===== src/rtl/core/mclp_pkg.sv =====
`default_nettype none
package mclp_pkg;

  // bytes of one line that are looked at
  localparam int unsigned LINE_CAPACITY = 63;
  localparam int unsigned COUNT_W = $clog2(LINE_CAPACITY + 1);

  localparam logic [7:0] CH_NUL   = 8'd0;
  localparam logic [7:0] CH_TAB   = 8'd9;
  localparam logic [7:0] CH_LF    = 8'd10;
  localparam logic [7:0] CH_VT    = 8'd11;
  localparam logic [7:0] CH_FF    = 8'd12;
  localparam logic [7:0] CH_CR    = 8'd13;
  localparam logic [7:0] CH_SPACE = 8'd32;
  localparam logic [7:0] CH_PLUS  = 8'd43;
  localparam logic [7:0] CH_MINUS = 8'd45;
  localparam logic [7:0] CH_ZERO  = 8'd48;
  localparam logic [7:0] CH_NINE  = 8'd57;
  localparam logic [7:0] CH_E     = 8'd69;
  localparam logic [7:0] CH_H     = 8'd72;
  localparam logic [7:0] CH_M     = 8'd77;
  localparam logic [7:0] CH_O     = 8'd79;
  localparam logic [7:0] CH_R     = 8'd82;
  localparam logic [7:0] CH_X     = 8'd88;
  localparam logic [7:0] CH_Y     = 8'd89;

  localparam logic [31:0] MAG_CAP = 32'h8000_0000;
  localparam logic [31:0] POS_MAX = 32'h7fff_ffff;

  typedef enum logic [2:0] {
    CLS_OTHER = 3'd0,
    CLS_H     = 3'd1,
    CLS_HO    = 3'd2,
    CLS_HOM   = 3'd3,
    CLS_HOME  = 3'd4,
    CLS_E     = 3'd5,
    CLS_X     = 3'd6,
    CLS_R     = 3'd7
  } line_class_t;

  typedef enum logic [1:0] {
    PH_LEAD   = 2'd0,
    PH_DIGITS = 2'd1,
    PH_DONE   = 2'd2
  } phase_t;

  typedef enum logic [2:0] {
    CMD_IGNORED = 3'd0,
    CMD_HOME    = 3'd1,
    CMD_ESTOP   = 3'd2,
    CMD_MOVE    = 3'd3,
    CMD_RESET   = 3'd4
  } command_t;

  typedef struct packed {
    phase_t      phase;
    logic        negative;
    logic [31:0] magnitude;
  } reader_t;

  localparam reader_t READER_CLEAR = '{phase: PH_LEAD, negative: 1'b0, magnitude: 32'd0};

endpackage
`default_nettype wire


===== src/rtl/core/motion_command_line_parser_unit.sv =====
// result: a line terminator that ends a non-empty line loads its command into the result
//   register, visible in the cycle after its transfer; other bytes produce no result
// throughput: one byte per cycle; input stalls only while a held result is stalled
// reset: rst is synchronous and active high; it clears the line state and the result
//   valid flag (not the payload), no clearing pass is needed
`default_nettype none
module motion_command_line_parser_unit
  import mclp_pkg::*;
(
  input  wire logic        clk,
  input  wire logic        rst,
  input  wire logic        in_valid,
  output logic             in_stall,
  input  wire logic [7:0]  rx_byte,
  output logic             out_valid,
  input  wire logic        out_stall,
  output logic [2:0]       command,
  output logic [31:0]      move_x,
  output logic [31:0]      move_y
);

  // atoi step: blanks, one sign, then decimal digits with saturation at 2^31
  function automatic reader_t reader_feed(input reader_t r, input logic [7:0] c);
    reader_t     n;
    logic [34:0] m;
    logic        digit;
    n     = r;
    digit = (c >= CH_ZERO) && (c <= CH_NINE);
    // magnitude * 10 as two shifted adds
    m = {r.magnitude, 3'b000} + {2'b00, r.magnitude, 1'b0} + {27'd0, c - CH_ZERO};
    if (r.phase != PH_DONE) begin
      if (digit) begin
        n.magnitude = (m > {3'b000, MAG_CAP}) ? MAG_CAP : m[31:0];
        n.phase     = PH_DIGITS;
      end else if ((r.phase == PH_LEAD) &&
                   ((c == CH_SPACE) || (c == CH_TAB) || (c == CH_VT) || (c == CH_FF))) begin
        n.phase = PH_LEAD;
      end else if ((r.phase == PH_LEAD) && ((c == CH_PLUS) || (c == CH_MINUS))) begin
        n.negative = (c == CH_MINUS);
        n.phase    = PH_DIGITS;
      end else begin
        n.phase = PH_DONE;
      end
    end
    return n;
  endfunction

  function automatic logic [31:0] reader_value(input reader_t r);
    logic [31:0] v;
    if (r.negative) begin
      v = 32'd0 - r.magnitude;
    end else begin
      v = (r.magnitude > POS_MAX) ? POS_MAX : r.magnitude;
    end
    return v;
  endfunction

  // line state
  logic [COUNT_W-1:0] stored_count, stored_count_next;
  line_class_t        line_class, line_class_next;
  logic               text_ended, text_ended_next;
  reader_t            x_reader, x_reader_next;
  logic               y_found, y_found_next;
  reader_t            y_reader, y_reader_next;

  // result register
  command_t    command_reg, command_next;
  logic [31:0] move_x_reg, move_x_next;
  logic [31:0] move_y_reg, move_y_next;
  logic        emit;

  logic accept;
  logic is_term;
  logic first_byte;

  // a held result only blocks input while the sink stalls it
  assign in_stall   = out_valid && out_stall;
  assign accept     = in_valid && !in_stall;
  assign is_term    = (rx_byte == CH_LF) || (rx_byte == CH_CR);
  assign first_byte = (stored_count == '0);

  always_comb begin
    stored_count_next = stored_count;
    line_class_next   = line_class;
    text_ended_next   = text_ended;
    x_reader_next     = x_reader;
    y_found_next      = y_found;
    y_reader_next     = y_reader;
    emit              = 1'b0;
    command_next      = CMD_IGNORED;
    move_x_next       = 32'd0;
    move_y_next       = 32'd0;

    if (is_term) begin
      // end of line: emit for a non-empty line, then clear the line state
      emit = !first_byte;
      unique case (line_class)
        CLS_HOME: command_next = CMD_HOME;
        CLS_E:    command_next = CMD_ESTOP;
        CLS_X: begin
          command_next = CMD_MOVE;
          move_x_next  = reader_value(x_reader);
          move_y_next  = y_found ? reader_value(y_reader) : 32'd0;
        end
        CLS_R:    command_next = CMD_RESET;
        default:  command_next = CMD_IGNORED;
      endcase
      stored_count_next = '0;
      line_class_next   = CLS_OTHER;
      text_ended_next   = 1'b0;
      x_reader_next     = READER_CLEAR;
      y_found_next      = 1'b0;
      y_reader_next     = READER_CLEAR;
    end else if (stored_count < COUNT_W'(LINE_CAPACITY)) begin
      stored_count_next = stored_count + 1'b1;
      if (!text_ended) begin
        if (rx_byte == CH_NUL) begin
          // zero byte ends the text; an unfinished HOME prefix falls back
          text_ended_next = 1'b1;
          if (first_byte || (line_class == CLS_H) || (line_class == CLS_HO) ||
              (line_class == CLS_HOM)) begin
            line_class_next = CLS_OTHER;
          end
        end else begin
          if (first_byte) begin
            unique case (rx_byte)
              CH_H:    line_class_next = CLS_H;
              CH_E:    line_class_next = CLS_E;
              CH_X:    line_class_next = CLS_X;
              CH_R:    line_class_next = CLS_R;
              default: line_class_next = CLS_OTHER;
            endcase
          end else begin
            unique case (line_class)
              CLS_H:   line_class_next = (rx_byte == CH_O) ? CLS_HO : CLS_OTHER;
              CLS_HO:  line_class_next = (rx_byte == CH_M) ? CLS_HOM : CLS_OTHER;
              CLS_HOM: line_class_next = (rx_byte == CH_E) ? CLS_HOME : CLS_OTHER;
              default: line_class_next = line_class;
            endcase
            x_reader_next = reader_feed(x_reader, rx_byte);
          end
          // the y reader starts on the byte after the first Y
          if (y_found) begin
            y_reader_next = reader_feed(y_reader, rx_byte);
          end else if (rx_byte == CH_Y) begin
            y_found_next = 1'b1;
          end
        end
      end
    end
  end

  always_ff @(posedge clk) begin
    if (rst) begin
      stored_count <= '0;
      line_class   <= CLS_OTHER;
      text_ended   <= 1'b0;
      x_reader     <= READER_CLEAR;
      y_found      <= 1'b0;
      y_reader     <= READER_CLEAR;
      out_valid    <= 1'b0;
    end else begin
      if (accept) begin
        stored_count <= stored_count_next;
        line_class   <= line_class_next;
        text_ended   <= text_ended_next;
        x_reader     <= x_reader_next;
        y_found      <= y_found_next;
        y_reader     <= y_reader_next;
      end
      // result register: load on a new command, drop when the sink takes it
      if (accept && emit) begin
        out_valid <= 1'b1;
      end else if (!out_stall) begin
        out_valid <= 1'b0;
      end
    end
  end

  // result payload, loaded only with a new command
  always_ff @(posedge clk) begin
    if (accept && emit) begin
      command_reg <= command_next;
      move_x_reg  <= move_x_next;
      move_y_reg  <= move_y_next;
    end
  end

  assign command = command_reg;
  assign move_x  = move_x_reg;
  assign move_y  = move_y_reg;

endmodule
`default_nettype wire

===== config.mk =====
export PLATFORM = sky130hd
export DESIGN_NAME = motion_command_line_parser_unit
export DESIGN_NICKNAME = d
export VERILOG_FILES = /design/src/rtl/core/mclp_pkg.sv /design/src/rtl/core/motion_command_line_parser_unit.sv
export SDC_FILE = /design/constraint.sdc
export NUM_CORES = 1
export LEC_CHECK = 0
export ABC_CLOCK_PERIOD_IN_PS = 8900
export BUFFER_PORTS_ARGS = -buffer_cell sky130_fd_sc_hd__buf_2
export CORE_ASPECT_RATIO = 0.9
export CORE_MARGIN = 2
export CORE_UTILIZATION = 62
export CTS_CLUSTER_DIAMETER = 100
export DETAILED_ROUTE_END_ITERATION = 12
export PLACE_DENSITY = 0.82
export REMOVE_ABC_BUFFERS = 1
export SYNTH_ARGS = -nofsm -noshare
export SYNTH_HDL_FRONTEND = slang
export SYNTH_SLANG_ARGS = --single-unit

===== constraint.sdc =====
create_clock -name clk -period 8.9 [get_ports clk]
set_input_delay 0.89 -clock clk [delete_from_list [all_inputs] [get_ports clk]]
set_output_delay 0.89 -clock clk [all_outputs]
set_load 0.01 [all_outputs]

==> results.toml, run 1 <==
[placement]
numPortBuffers = 80
gp_congestion = 0.9796
dp_hpwl_um = 21800
post_dp_cell_area_sq_mm = 0.01207
pre_cts_ws_ps = 3364

[layout]
final_nets = 1490
final_cell_area_sq_mm = 0.01268
regArea_sq_mm = 0.003654
largest_registers = "x_reader x35, y_reader x35"
fill_cells = 1432
area_growth_pct = 10.19
multi_input_area_sq_mm = 0.007481
drive_above_1_share = 0.1147

[sta]
finalSetupTns_ps = 0
fmax_ghz = 0.1922
setup_viol = 0
slew_headroom = 0.09567
setup_slack_ps = 3696
tightest_slew_ps = 1356
post-route-min-period_ps = 5204
rsz0062_at_grt = "no"
fin_crit_sh = 0.5847
finalMaxSlewViolations = 0
report.final.hold_viol_count = 0
skew_ps = 10.16

[grt]
grt_antenna_before_repair = 2
grt_usage = 0.3099
grt_pass1_wl_um = 49160
gr-total-overflow = 0
grt_pass1_vias = 9552
grt_max_degree = 40

[worst_setup_path]
path_buf_inv = 1
r2r_end = "y_reader[22]"
crit_chain = "buf_2, ha_1, xnor2_1, fa_1, ha_1, and2_4, a221oi_2, nand2_2, a2111oi_2, o21ai_1, and3_1, or4_4, nor4_4, a22o_1"
start_kind = "input port"
arrival_ps = 5570
crit_family = "simple AND/OR/NAND/NOR gates"
reg2reg_from = "y_reader[2]"
slowest_delay_ps = 1030
reg2reg_setup_slack_ps = 4250
crit_type = "input port to flip-flop"
worst_ep_required_time_ps = 9270
reg2regPathDepth = 11
critPathMostFrequentCell = "ha_1"
worstPathMaxFanout = 19
end_kind = "flip-flop"
cp_slowest_cell = "nor4_4"

[synth]
syn_area_per_cell_sq_um = 8.945
ys_types = 79
synthCells = 1286
synth_ff_type = "dfxtp_1"
yosys_warnings = 0
async_flop_share = 0
yosysSeqAreaShare = 0.3176
ys_seq_elements = 149
synth_edf_count = 67
syn-cell-area_sq_mm = 0.01150

[clocking]
clk_pin_slew_worst_paths_ps = 60
ctsResizeCount = 0
post-cts-setup-buffers = 0
cts_root_buffer = "clkbuf_16"
cts-hold-fix-buffers = 0
clock_sinks = 149
insertion_delay_ps = 440
htreeDepth = 4
cts_buffers = 17
cts_tree = "built"
clockBufferDepth = 2

[floorplan]
dieArea_sq_mm = 0.01966
coreArea_sq_mm = 0.01829
die_y_um = 133.2
die_w_um = 147.6
start_util = 0.6290
io_pins = 81
num_rows = 47

[route]
dr_total_vias = 10670
detail_route.wirelength_um = 30370
drc = 0
wire_per_inst_um = 18.99
viasPerCell = 6.670
drt_iter0_drc = 1179
drtPass1Iterations = 8
drtAntennaViolNets = 0

[power]
p_leak_nw = 5.287
p_per_area_mw_per_mm2 = 121.2
worst_ir_drop_vdd_uv = 106.6

[min_path]
hold_path.class = "flip-flop to flip-flop"
hp-start = "x_reader[34]"
hold_depth = 1
holdPathEnd = "x_reader[34]"

[run]
max-cap-violations = 0

[status]
status = "finished, final reports clean"
-- worst reg2reg max path, cell delays in order (launching register included) --
cell       delay, ps
dfxtp_1          630
fa_1             480
ha_1             370
and2_4           170
a221oi_2         280
nand2_2          140
a2111oi_2        390
o21ai_1          140
and3_1           180
or4_4            530
nor4_4          1030
a22o_1           260
-- cells in the final DEF, fill, tap and decap left out, types with 25 or more instances in the layout --
| master | count |
|---|---|
| edfxtp_1 | 67 |
| a32o_1 | 43 |
| buf_2 | 80 |
| o21ai_0 | 56 |
| dfxtp_1 | 82 |
| ha_1 | 128 |
| a21oi_1 | 85 |
| nor3_1 | 60 |
| xor2_1 | 25 |
| a211oi_1 | 60 |
| nand4_1 | 28 |
| nand2_1 | 87 |
| inv_1 | 38 |
| nor2_1 | 136 |
| xnor2_1 | 37 |
-- through the flow --
stage / instances / utilization / hold WS, ps / total power [mW]
after floorplan: 1228 / - / 451.7 / 0.7736
after global placement: 1564 / 0.6598 / 472.4 / 0.7934
after detailed placement: 1564 / 0.6598 / 477.8 / 0.7961
after CTS: 1596 / 0.6927 / 493.9 / 1.540
after global routing: 1598 / 0.6930 / 518.9 / 1.577
final: 1599 / 0.6931 / 491.2 / 1.537
-- layer usage --
| metal | part of all wire | track usage |
|---|---|---|
| met1 | 0.47 | 0.4708 |
| met2 | 0.43 | 0.4496 |
| met3 | 0.088 | 0.06336 |
| met4 | 0.016 | 0.07853 |
| met5 | 0 | 0 |
-- worst max-delay path by stage --
stage,from,endpoint,slack (ps),cells after the start
2_1_floorplan,rx_byte[0],command[0],1910,4
3_3_place_gp,rx_byte[4],y_reader[30],3510,14
3_5_place_dp,rx_byte[4],y_reader[7],3360,14
4_1_cts,rx_byte[4],y_reader[29],3770,14
5_1_grt,rx_byte[4],y_reader[7],3520,14
6_report,rx_byte[4],y_reader[22],3700,14
-- cells in the mapped netlist (38+ instances only) --
cell type	count	area [sq um]
clkbuf_1	44	165.2
o21ai_0	56	280.3
a32o_1	43	430.4
nor3_1	61	305.3
edfxtp_1	67	2012
nand2_1	87	326.6
ha_1	128	1602
a21oi_1	86	430.4
nor2_1	138	518.0
inv_1	38	142.6
a211oi_1	60	450.4
dfxtp_1	82	1642
-- area by class of cell --
class | count | share of cell area
antenna | 3 | 0.0005922
clock buffer | 20 | 0.03524
clock inverter | 12 | 0.01224
inverter | 38 | 0.01125
multi-input combinational | 1041 | 0.5902
sequential | 149 | 0.2882
tap | 245 | 0.02418
timing repair buffer | 91 | 0.03810
-- logic make-up after synthesis --
group | share of synthesized area
buffers and inverters | 0.03383
AO/OA/AOI/OAI | 0.2404
AND/OR/NAND/NOR | 0.1889
multiplexers | 0.01196
adder cells (fa/ha/maj) | 0.1601
flip-flops | 0.3176
XOR/XNOR | 0.04720
-- power breakdown --
part / switching, mW / internal (mW) / leakage, nW
combinational: 0.0433 / 0.0238 / 3.68
clock: 0.305 / 0.449 / 0.290
sequential: 0.00399 / 0.711 / 1.32
total: 0.353 / 1.18 / 5.29
No activity file was read; power rests on OpenSTA's default activity.
==> run 2: changes to the inputs <==
- ABC_CLOCK_PERIOD_IN_PS: 8900 -> 4500
- CORE_UTILIZATION: 62 -> 56
- PLACE_DENSITY: 0.82 -> 0.78
- clock period: 8.9 -> 4.5 ns (I/O delays scaled with it)
==> results.toml, run 2 (synthesis gave the netlist of run 1 again) <==
[layout]
final_nets = 1505
final_cell_area_sq_mm = 0.01276
mostFrequentLayoutCells = "nor2_1, ha_1, nand2_1"
final_util = 0.6365
layout.cells.most_common = "nor2_1"
drive_above_1_share = 0.1208
largest_registers = "x_reader x35, y_reader x35"
layout.cells.non_filler = 1623
area_growth_pct = 10.92

[power]
internal_power_mw = 2.266
p_per_area_mw_per_mm2 = 229.2
seqPwrFrac = 0.484
combPwrFrac = 0.047
sw_frac_of_total = 0.2252
netSwitchingPower_uw = 658.6
p_clk_frac = 0.469
p_leak_nw = 5.342
worst_ir_drop_vdd_uv = 210.0
finalPower_mw = 2.925

[clocking]
cts_buffers = 17
clock_sinks = 149
post-cts-setup-buffers = 0
ctsResizeCount = 0
cts-hold-fix-buffers = 0
cts_tree = "built"
clockBufferDepth = 2
htreeDepth = 4
insertion_delay_ps = 430
cts_root_buffer = "clkbuf_16"
clk_pin_slew_worst_paths_ps = 70

[sta]
skew_ps = 10.80
tightest_slew_ps = 1217
post-route-min-period_ps = 4134
fmax_ghz = 0.2419
whs_ps = 375.3
setup_viol = 0
report.final.hold_viol_count = 0
finalMaxSlewViolations = 0
rsz0062_at_grt = "no"
fin_crit_sh = 0.9187
slew_headroom = 0.1885

[floorplan]
coreArea_sq_mm = 0.02005
die_y_um = 140.0
start_util = 0.5738
die_w_um = 155.1
io_pins = 81
dieArea_sq_mm = 0.02171
num_rows = 49

[run]
max-cap-violations = 0

[worst_setup_path]
start_kind = "input port"
arrival_ps = 4510
end_kind = "flip-flop"
worstPathMaxFanout = 13
reg2reg_setup_slack_ps = 380
crit_type = "input port to flip-flop"
worst_ep_required_time_ps = 4870

[grt]
grt_usage = 0.2787
grt_max_degree = 37
gr-total-overflow = 0
grt_pass1_vias = 9518
grt_antenna_before_repair = 2
grt_pass1_wl_um = 49070

[placement]
dp_hpwl_um = 22010
gp_congestion = 0.9380
numPortBuffers = 80
post_dp_cell_area_sq_mm = 0.01220
dp.cells = 1589

[route]
dr_total_vias = 10500
drtPass1Iterations = 5
drc = 0
detail_route.wirelength_um = 30130
drtAntennaViolNets = 0
wire_per_inst_um = 18.56
drt_iter0_drc = 1094
viasPerCell = 6.470

[min_path]
hold_path.class = "input port to flip-flop"

[status]
status = "finished, final reports clean"
## run 2: cell count changes in the layout (fill, tap and decap cells not counted), sizes merged
cell / delta
buf: +15
bufinv: -1
clkbuf: +1
clkinv: +1
diode: -1
inv: -1
## run 2: worst paths after layout
| path | startpoint | endpoint | cells after the start |
|---|---|---|---|
| worst max register to register | y_reader[2] | y_reader[13] | 12 |
| worst min-delay path | out_stall | out_valid | 4 |
| worst max-delay path | rx_byte[4] | y_reader[13] | 15 |
| worst min register to register | stored_count[1] | stored_count[1] | 2 |
## run 2: metrics by stage
step                      worst slack (ps)  setup TNS (ps)
after global routing                 64.56               0
after detailed placement            -35.70          -223.7
after floorplan                      -2046         -138980
after CTS                            401.7               0
final                                365.8               0
after global placement               117.4               0
## run 2: area by class of cell
type | instances | area [sq um]
diodes | 2 | 5.005
clock buffers | 21 | 440.4
clock inverters | 11 | 110.1
fillers | 1729 | 7288
inverters | 38 | 142.6
multi-input cells | 1041 | 7481
flip-flops and latches | 149 | 3654
well taps | 255 | 319.1
repair buffers | 106 | 608.1
## run 2: critical path, cell delays in order
cell,delay [ps]
buf_2,120
ha_1,220
xnor2_1,280
fa_1,480
ha_1,360
and2_4,180
a221oi_2,290
nand2_2,150
a2111oi_2,390
o21ai_1,150
and3_1,190
or4_4,530
nor4_4,290
buf_4,250
a22o_1,160
## run 2: power groups by stage
stage                     sequential, mW  clock (mW)  combinational [mW]
final                               1.42        1.37               0.137
after global routing                1.42        1.44               0.153
after CTS                           1.41        1.39               0.135
after detailed placement            1.44           0               0.134
after global placement              1.44           0               0.131
after floorplan                     1.44           0              0.0868
## run 2: per-layer routing
layer | global-route usage | share of wire | vias up | routed length [um]
li1 | - | - | 5104 | -
met1 | 0.4229 | 0.48 | 4934 | 14590
met2 | 0.4082 | 0.42 | 428 | 12660
met3 | 0.04920 | 0.080 | 35 | 2397
met5 | 0 | 0 | - | 0
met4 | 0.07359 | 0.016 | 0 | 472
